File: config.mk
export PLATFORM = sky130hd
export DESIGN_NAME = ath_bin_div
export DESIGN_NICKNAME = d
export VERILOG_FILES = /design/src/hdl/ath_pkg.sv /design/src/hdl/ath_bin_div.sv
export SDC_FILE = /design/constraint.sdc
export NUM_CORES = 1
export LEC_CHECK = 0
export BUFFER_PORTS_ARGS = -buffer_cell sky130_fd_sc_hd__buf_4
export CAP_MARGIN = 20
export CELL_PAD_IN_SITES_DETAIL_PLACEMENT = 1
export CELL_PAD_IN_SITES_GLOBAL_PLACEMENT = 1
export CORE_AREA = 3 3 82 84
export CTS_CLUSTER_SIZE = 8
export DETAILED_ROUTE_END_ITERATION = 6
export DIE_AREA = 0 0 85 87
export PLACE_DENSITY_LB_ADDON = 0.08
export SYNTH_ARGS = -nofsm -noshare
export SYNTH_HDL_FRONTEND = slang
export SYNTH_SLANG_ARGS = --single-unit
File: constraint.sdc
create_clock -name clock -period 3.2 [get_ports clock]
set_clock_uncertainty 0.15 [all_clocks]
set_input_delay 0.48 -clock clock [delete_from_list [all_inputs] [get_ports clock]]
set_output_delay 0.48 -clock clock [all_outputs]
set_load 0.05 [all_outputs]
File: src/hdl/ath_pkg.sv
`default_nettype none
// ----------------------------------------------------------------------------
// ath_pkg
// Shared widths, codes and types of the allocation tracker.
// ----------------------------------------------------------------------------
package ath_pkg;

   localparam int TABLE_DEPTH_DEF = 64;
   localparam int NUM_BIN_DEF     = 10;
   localparam int BIN_WIDTH_DEF   = 100;

   localparam int CMD_W      = 2;
   localparam int ADDR_W     = 32;
   localparam int SIZE_W     = 32;
   localparam int BIN_IDX_W  = 4;
   localparam int STATUS_W   = 2;
   localparam int TOTAL_W    = 48;
   localparam int LIVE_OUT_W = 7;
   localparam int COUNT_W    = 32;

   typedef enum logic [CMD_W-1:0] {
      CMD_ALLOC    = 2'd0,
      CMD_FREE     = 2'd1,
      CMD_REALLOC  = 2'd2,
      CMD_READ_BIN = 2'd3
   } ath_cmd_type;

   typedef enum logic [STATUS_W-1:0] {
      STAT_DONE     = 2'd0,
      STAT_NOTFOUND = 2'd1,
      STAT_FULL     = 2'd2,
      STAT_NULL     = 2'd3
   } ath_status_type;

   // bin divider status toward the top level
   typedef struct packed {
      logic done;
      logic in_range;
   } ath_div_stat_type;

endpackage
`default_nettype wire

File: src/hdl/ath_bin_div.sv
`default_nettype none
// ----------------------------------------------------------------------------
// ath_bin_div
// Histogram bin of a size: quotient by BIN_WIDTH, one subtract per cycle,
// capped at NUM_BIN.
// ----------------------------------------------------------------------------
module ath_bin_div #(
   parameter int NUM_BIN   = ath_pkg::NUM_BIN_DEF,
   parameter int BIN_WIDTH = ath_pkg::BIN_WIDTH_DEF,
   localparam int QW       = $clog2(NUM_BIN + 1),
   localparam int BIN_AW   = (NUM_BIN > 1) ? $clog2(NUM_BIN) : 1
) (
   input  logic                     clock,
   input  logic                     reset,
   input  logic                     start,
   input  logic [ath_pkg::SIZE_W-1:0] size,
   output ath_pkg::ath_div_stat_type stat,
   output logic [BIN_AW-1:0]        bin
);
   import ath_pkg::*;

   logic [SIZE_W-1:0] rem_ff;
   logic [QW-1:0]     quo_ff;
   logic              run_ff;
   logic              step;

   assign step = (rem_ff >= SIZE_W'(BIN_WIDTH)) && (quo_ff < QW'(NUM_BIN));

   always_ff @(posedge clock) begin
      if (reset) begin
         run_ff <= 1'b0;
      end else if (start) begin
         run_ff <= 1'b1;
      end else if (run_ff && !step) begin
         run_ff <= 1'b0;
      end
   end

   always_ff @(posedge clock) begin
      if (start) begin
         rem_ff <= size;
         quo_ff <= '0;
      end else if (run_ff && step) begin
         rem_ff <= rem_ff - SIZE_W'(BIN_WIDTH);
         quo_ff <= quo_ff + QW'(1);
      end
   end

   assign stat.done     = !run_ff;
   assign stat.in_range = quo_ff < QW'(NUM_BIN);
   assign bin           = BIN_AW'(quo_ff);

endmodule
`default_nettype wire

======== Word level (Yosys, flattened, before mapping) ========
Index checks and enable logic that the tools add are counted.
operators by class
  add/sub/neg operators ................... 2
  order comparisons ....................... 2
  mux-type cells .......................... 4
  reductions and logical operators ........ 7
operator list
  operator                                               number
  two-way mux 32 bit                                     2
  >= comparator 32 x 7 -> 1 bit (second input constant)  1
  subtractor 32 x 7 -> 32 bit (second input constant)    1
  adder 4 x 1 -> 4 bit (second input constant)           1
  less-than comparator 4 bit (second input constant)     1
  nonzero test 2 bit                                     2
  logical AND 1 bit                                      3
  zero test 1 bit                                        2
  two-way mux 1 bit                                      2
word-level totals
  register bits after elaboration ......... 37
  input port bits ......................... 35
  output and inout bits ................... 6
  logic and storage cells ................. 18

======== Logic depth before layout (Yosys ltp) ========
Gate-level depths: netlist of the first run.
  depth after elaboration ................. 6
  mapped depth ............................ 7
  gate-level depth less buffers ........... 6

======== Least setup slack after synthesis of the first run ========
OpenSTA, ideal clock, no wires.
  kind .................................... register to register
  start ................................... register quo_ff[1], in the netlist bin[1]
  end ..................................... register rem_ff[10] (enable)
  setup time .............................. 0.387 ns
  arrival time ............................ 2.493 ns
  data required time ...................... 2.663 ns
  setup slack ............................. 0.170 ns
  cell stages (with the launch flop) ...... 5
  path buffers ............................ 0
  period minus slack after synthesis ...... 3.030 ns
  cell sequence ........................... dfxtp_1 o21ai_1 and2_1 o31ai_1 nand2_1
RTL lines
  item                    line               RTL
  from (decl)             ath_bin_div.sv:23  logic [QW-1:0] quo_ff;
  from (signal assigned)  ath_bin_div.sv:45  quo_ff <= quo_ff + QW'(1);
  to (signal assigned)    ath_bin_div.sv:41  rem_ff <= size;
  to (signal assigned)    ath_bin_div.sv:44  rem_ff <= rem_ff - SIZE_W'(BIN_WIDTH);
  to (decl)               ath_bin_div.sv:22  logic [SIZE_W-1:0] rem_ff;

======== Final worst setup path of the first run ========
  start ................................... register rem_ff[10]
  end ..................................... register rem_ff[6] (enable)
on the way
  word-level cells in the longest chain between the ends .. 4
RTL lines
  item                           line               RTL
  >= comparator 32 x 7 -> 1 bit  ath_bin_div.sv:27  assign step = (rem_ff >= SIZE_W'(BIN_WIDTH)) && (quo_ff < QW'(NUM_BIN));
  logical AND 1 bit              ath_bin_div.sv:27
  logical AND 1 bit              ath_bin_div.sv:43  end else if (run_ff && step) begin
  nonzero test 2 bit (no line)   n/a
No other way between the ends.
A chain may end at the register's enable or synchronous reset.

==> results of run 1 <==
## cells in the final DEF (no fill, tap or decap), drive strengths merged, types with 2 or more instances in the layout
cell     n
o21ai   18
or4     12
and2     5
nor2b    3
xnor2    5
edfxtp  32
nor2    20
and4     2
a31oi   14
clkbuf   5
inv      5
bufinv   2
o31ai    8
clkinv   2
a22oi    2
a21oi    6
xor2     4
nor3     4
nand3   11
o311ai   4
or3      5
ha       3
o41ai    3
mux2     2
nand2   17
and3     3
o21a     2
dfxtp    5
o211ai   3
nand4    3
nor4     5
buf     45
or4b     2
nand4b   2
nand2b   5
## power breakdown
group	leakage, nW	internal (W)	switching [W]
Combinational	0.562	0.000114	0.000139
Sequential	0.358	0.000595	0.0000645
Clock	0.0681	0.000310	0.000181
## worst register-to-register path: cells and delay by family (launching register included)
kind,cells,cell delay [ps]
compound gates,2,980
buf+inv,1,270
flops,1,430
simple gates,2,650
## registers in the layout (all words and copies together), names as in the netlist
| name | flops |
|---|---|
| bin | 4 |
| rem_ff | 32 |
| run_ff | 1 |
## through the flow
stage | setup WS, ps | hold slack, ps | instance area, um^2 | power, W | util [%]
after global routing | 309 | 174 | 2800 | 0.00148 | 46.7
final | 433 | 184 | 2800 | 0.00140 | 46.7
after CTS | 438 | 171 | 2800 | 0.00141 | 46.7
after global placement | 485 | 308 | 2660 | 0.000919 | 44.5
after floorplan | 170 | 389 | 2280 | 0.000823 | -
after detailed placement | 441 | 311 | 2660 | 0.000925 | 44.5
## layout make-up
type / count / share of cell area (%)
Timing Repair Buffer: 45 / 12.1
Sequential cell: 37 / 37.9
Clock inverter: 3 / 2.33
Inverter: 6 / 0.805
Tap cell: 75 / 3.35
Clock buffer: 5 / 2.46
Multi-Input combinational cell: 181 / 41.1
## logic make-up after synthesis
family / synth area share [%]
AOI/OAI and AO/OA: 19.5
xor gates and xnor gates: 3.45
adders and majority gates: 1.64
buffers and inverters: 3.18
DFF: 46.5
muxes: 0.987
and+or+nand+nor: 24.8
## final timing paths
kind	endpoint	slack, ps	cells after the start
min reg2reg	bin[3]$_SDFFE_PP0P_	330	2
max	rem_ff[6]$_DFFE_PP_	430	5
min	run_ff$_SDFFE_PP0P_	180	2
max reg2reg	rem_ff[6]$_DFFE_PP_	430	5
## routing by layer
metal  track usage [%]  wire (um)
met1              24.3       2910
met4              5.18         73
met5                 0          0
met3              3.12        223
met2              26.6       2770
==> reports/results.txt, run 1 <==
Detail Route Antenna Nets - 0
Placed cells - 344
Cell Pwr Density - 501 nW/um^2
Hold/Removal Path Class - input port to register
Max-cap viol count - 0
Least-Margin Pin Slew - 654 ps
Sum Neg Setup Slack - 0 ps
CP Cell Sequence - or4_4, a2111o_1, o31ai_1, nand2_1, buf_4
Lkg Pwr - 0.988 nW
Max incr delay on CP - 600 ps
Setup CP Type - register to register
Detailed Route WL - 5980 um
Mapped Avg Cell Area - 9.63 um^2
Longest Clk Path Bufs - 2
Routability cong. - 0.757
Synth top area share - 42.1%
Clk slew on worst S/H paths - 80 ps
Iteration-0 DRC Markers - 113
Diode count - 0
Synthesized net count - 275
Clk root buf - clkbuf_8
Worst Path Arrival - 2630 ps
TritonCTS clock tree - done
Pin count of the biggest net entering global routing - 42
Number of synthesized flops with an enable pin - 32
Reg-to-reg critical path startpoint - rem_ff[10]$_DFFE_PP_
Hold Path Origin - reset
Multi-input gate area - 1150 um^2
Register Area - 1060 um^2
Layout Nets - 314
Post_cts resized - 0
Peak VDD IR - 0.242 mV
Slew Limit Headroom - 56.1%
Syn Std Cell Area - 2280 um^2
Gate Count Post-Synth - 237
Initial antenna violation count - 0
Via count - 2020
F_max - 0.361 GHz
Post-synth top area cell - edfxtp_1
First-pass GRT wire length - 10100 um
Area grow syn2layout - 22.6%
Top post-synthesis cells by area - edfxtp_1 42%, dfxtp_1 4.4%, a31oi_1 3.8%
Tot GR Track Use - 17.1%
CP Max Fanout - 30
Die ar. - 7400 um^2
Ys flop type - edfxtp_1
Cell Count, Final, Fillers Out - 352
FP Rows - 28
Run status - completed
Worst EP required - 3060 ps
Ys Warns - 0
Die width - 85 um
Core Box Area - 5990 um^2
Tcrit/Tclk final - 86.5%
Post-CTS Setup Inserts - 0
Final hold vios - 0
Max H-tree Level - 2
Fin. max-slew vios - 0
I/O Buffers - 40
Crit-path leading delay family - compound AO/OA/AOI/OAI gates
RSZ-0062 raised after global routing - no
Die Y - 87 um
Seq/Total Area, Yosys - 46.5%
Setup violators final - 0
Vias in the first global route - 1993
Fraction of registers with async set/reset - 0%
Post-route minimum period - 2770 ps
Critical-path top delay cell - a2111o_1
Commonest cells in the netlist - 32 x edfxtp_1, 20 x nor2_1, 17 x nand2_1
Clock buffer count from CTS - 5
Remaining DRCs - 0
Hold_buf cts - 0
Crit end category - register
Clk_lat worst skew - 300 ps
IO Pins - 41
Worst Setup SP - rem_ff[10]$_DFFE_PP_
Global route overflow - 0
Initial Util - 38.1%
Setup crit start kind - register
Fill cells - 681
Share of cells above drive strength 1 - 21.3%
Vias per inst - 5.74
Cell variety after synth - 47
Number of synthesized register bits - 37
Buf/Inv on CP - 1
Avg WL per Cell - 17.0 um
Drt pass-1 iters - 4
Count leader, synth - edfxtp_1
Clock net sink count - 37
Post-DP HPWL - 4130 um
No activity file was read; power rests on OpenSTA's default activity.
==> run 2, diff against run 1 <==
CTS_CLUSTER_DIAMETER = 40   (was default)
MAX_ROUTING_LAYER = met4   (was default)
==> reports/results.txt, run 2 (same netlist as run 1, synthesis figures left out) <==
Vias per inst - 5.75 (+0.20%)
Diode count - 0 (unchanged)
Largest register FFs - 32 (unchanged)
Lkg Pwr - 0.988 nW (unchanged)
Avg WL per Cell - 16.9 um (-0.33%)
Gate power share - 18.0% (about the same)
Clock net sink count - 37 (unchanged)
Least-Margin Pin Slew - 622 ps (-32.3 ps)
Cells on worst reg2reg path - 5 (unchanged)
IO Pins - 41 (unchanged)
Setup violators final - 0 (unchanged)
Max incr delay on CP - 590 ps (about the same)
Clk_lat worst skew - 300 ps (about the same)
Pin count of the biggest net entering global routing - 42 (unchanged)
Commonest cells after routing, fill and taps aside - 45 x buf_4, 32 x edfxtp_1, 20 x nor2_1
Max H-tree Level - 2 (unchanged)
Hold_buf cts - 0 (unchanged)
Setup crit start kind - register
Clk root buf - clkbuf_8
Share of cells above drive strength 1 - 21.3% (unchanged)
FP Rows - 28 (unchanged)
CP Max Fanout - 30 (unchanged)
Critical-path top delay cell - a2111o_1
Tcrit/Tclk final - 85.8% (-0.72 points)
Post-route minimum period - 2740 ps (-23.2 ps)
Detail Route Antenna Nets - 0 (unchanged)
Cell Int Power - 0.00102 W (about the same)
Register Area - 1060 um^2 (unchanged)
First-pass GRT wire length - 10100 um (+0.14%)
Initial Util - 38.1% (unchanged)
Fin. max-slew vios - 0 (unchanged)
Post_cts resized - 0 (unchanged)
Run status - completed
Crit end category - register
Commonest non-fill, non-tap cell in the layout - buf_4
Sum Neg Setup Slack - 0 ps (unchanged)
Core Box Area - 5990 um^2 (unchanged)
Post-DP HPWL - 4130 um (unchanged)
Total Power - 0.00140 W (about the same)
TritonCTS clock tree - done
F_max - 0.364 GHz (+0.84%)
Peak VDD IR - 0.242 mV (about the same)
Tot GR Track Use - 17.6% (+0.54 points)
Longest Clk Path Bufs - 2 (unchanged)
DP Area - 2660 um^2 (unchanged)
Global route overflow - 0 (unchanged)
Setup CP Type - register to register
Flop pwr share - 47.0% (about the same)
CP Cell Sequence - or4_4, a2111o_1, o31ai_1, nand2_1, buf_4
Iteration-0 DRC Markers - 122 (+8.0%)
Drt pass-1 iters - 4 (unchanged)
Die ar. - 7400 um^2 (unchanged)
Routability cong. - 0.767 (+1.3%)
Final hold vios - 0 (unchanged)
Reg with most FFs - rem_ff
Switch share - 27.4% (about the same)
Remaining DRCs - 0 (unchanged)
Initial antenna violation count - 0 (unchanged)
Die width - 85 um (unchanged)
Via count - 2024 (+0.20%)
Worst EP required - 3060 ps (about the same)
Clock buffer count from CTS - 5 (unchanged)
Hold/Removal Path Class - input port to register
Final Cell Area - 2800 um^2 (unchanged)
Die Y - 87 um (unchanged)
Multi-input gate area - 1150 um^2 (unchanged)
RSZ-0062 raised after global routing - no
Area grow syn2layout - 22.6% (unchanged)
Max-cap viol count - 0 (unchanged)
I/O Buffers - 40 (unchanged)
Worst Path Arrival - 2610 ps (-20 ps)
Net load switching power - 0.000384 W (about the same)
Detailed Route WL - 5960 um (-0.33%)
Clk slew on worst S/H paths - 80 ps (about the same)
Fill cells - 681 (unchanged)
Vias in the first global route - 1992 (-0.050%)
Post-CTS Setup Inserts - 0 (unchanged)
Hold-critical path depth - 2 (unchanged)
Slew Limit Headroom - 58.2% (+2.2 points)
Layout Nets - 314 (unchanged)
Clock power share - 35.0% (about the same)
Cell Pwr Density - 501 nW/um^2 (about the same)
==> run 2: cell counts in the layout (fill, tap and decap cells not counted) <==
Identical to the previous run, type by type.
==> run 2: layout make-up <==
cell class                      instances  area share (%)
Timing Repair Buffer                   45            12.1
Clock buffer                            5            2.46
Clock inverter                          3            2.33
Inverter                                6           0.805
Sequential cell                        37            37.9
Tap cell                               75            3.35
Multi-Input combinational cell        181            41.1
==> run 2: through the flow <==
step / setup slack, ps / util (%) / hold slack [ps] / std cells
after CTS: 438 / 46.7 / 171 / 352
final: 456 / 46.7 / 183 / 352
after global placement: 485 / 44.5 / 308 / 344
after detailed placement: 441 / 44.5 / 311 / 344
after floorplan: 170 / - / 389 / 237
after global routing: 309 / 46.7 / 174 / 352
==> run 2: power by group through the flow <==
stage / Clock, W / Sequential [W] / Combinational, W
floorplan: 0 / 0.000669 / 0.000154
global placement: 0 / 0.000667 / 0.000252
detailed placement: 0 / 0.000671 / 0.000254
CTS: 0.000498 / 0.000660 / 0.000256
global route: 0.000518 / 0.000672 / 0.000286
finish: 0.000491 / 0.000659 / 0.000252
==> run 2: worst max-delay path: cells and delay by family, from the launching register on <==
kind            cells  cell delay [ps]
compound gates      2              950
simple gates        2              650
flops               1              430
buf+inv             1              270
==> run 2: final timing paths <==
kind / from / to / slack [ps]
worst max-delay path: rem_ff[10]$_DFFE_PP_ / rem_ff[6]$_DFFE_PP_ / 460
worst min-delay path: reset / run_ff$_SDFFE_PP0P_ / 180
worst max register to register: rem_ff[10]$_DFFE_PP_ / rem_ff[6]$_DFFE_PP_ / 460
worst min register to register: bin[3]$_SDFFE_PP0P_ / bin[3]$_SDFFE_PP0P_ / 330
==> run 2: metal layers <==
metal | wire length, um | vias up | global-route usage [%] | part of all wire, %
met4 | 72 | 0 | 5.18 | 1.2
met2 | 2800 | 40 | 26.5 | 47
li1 | - | 1003 | - | -
met5 | 0 | - | - | 0
met3 | 209 | 5 | 3.12 | 3.5
met1 | 2870 | 976 | 24.4 | 48
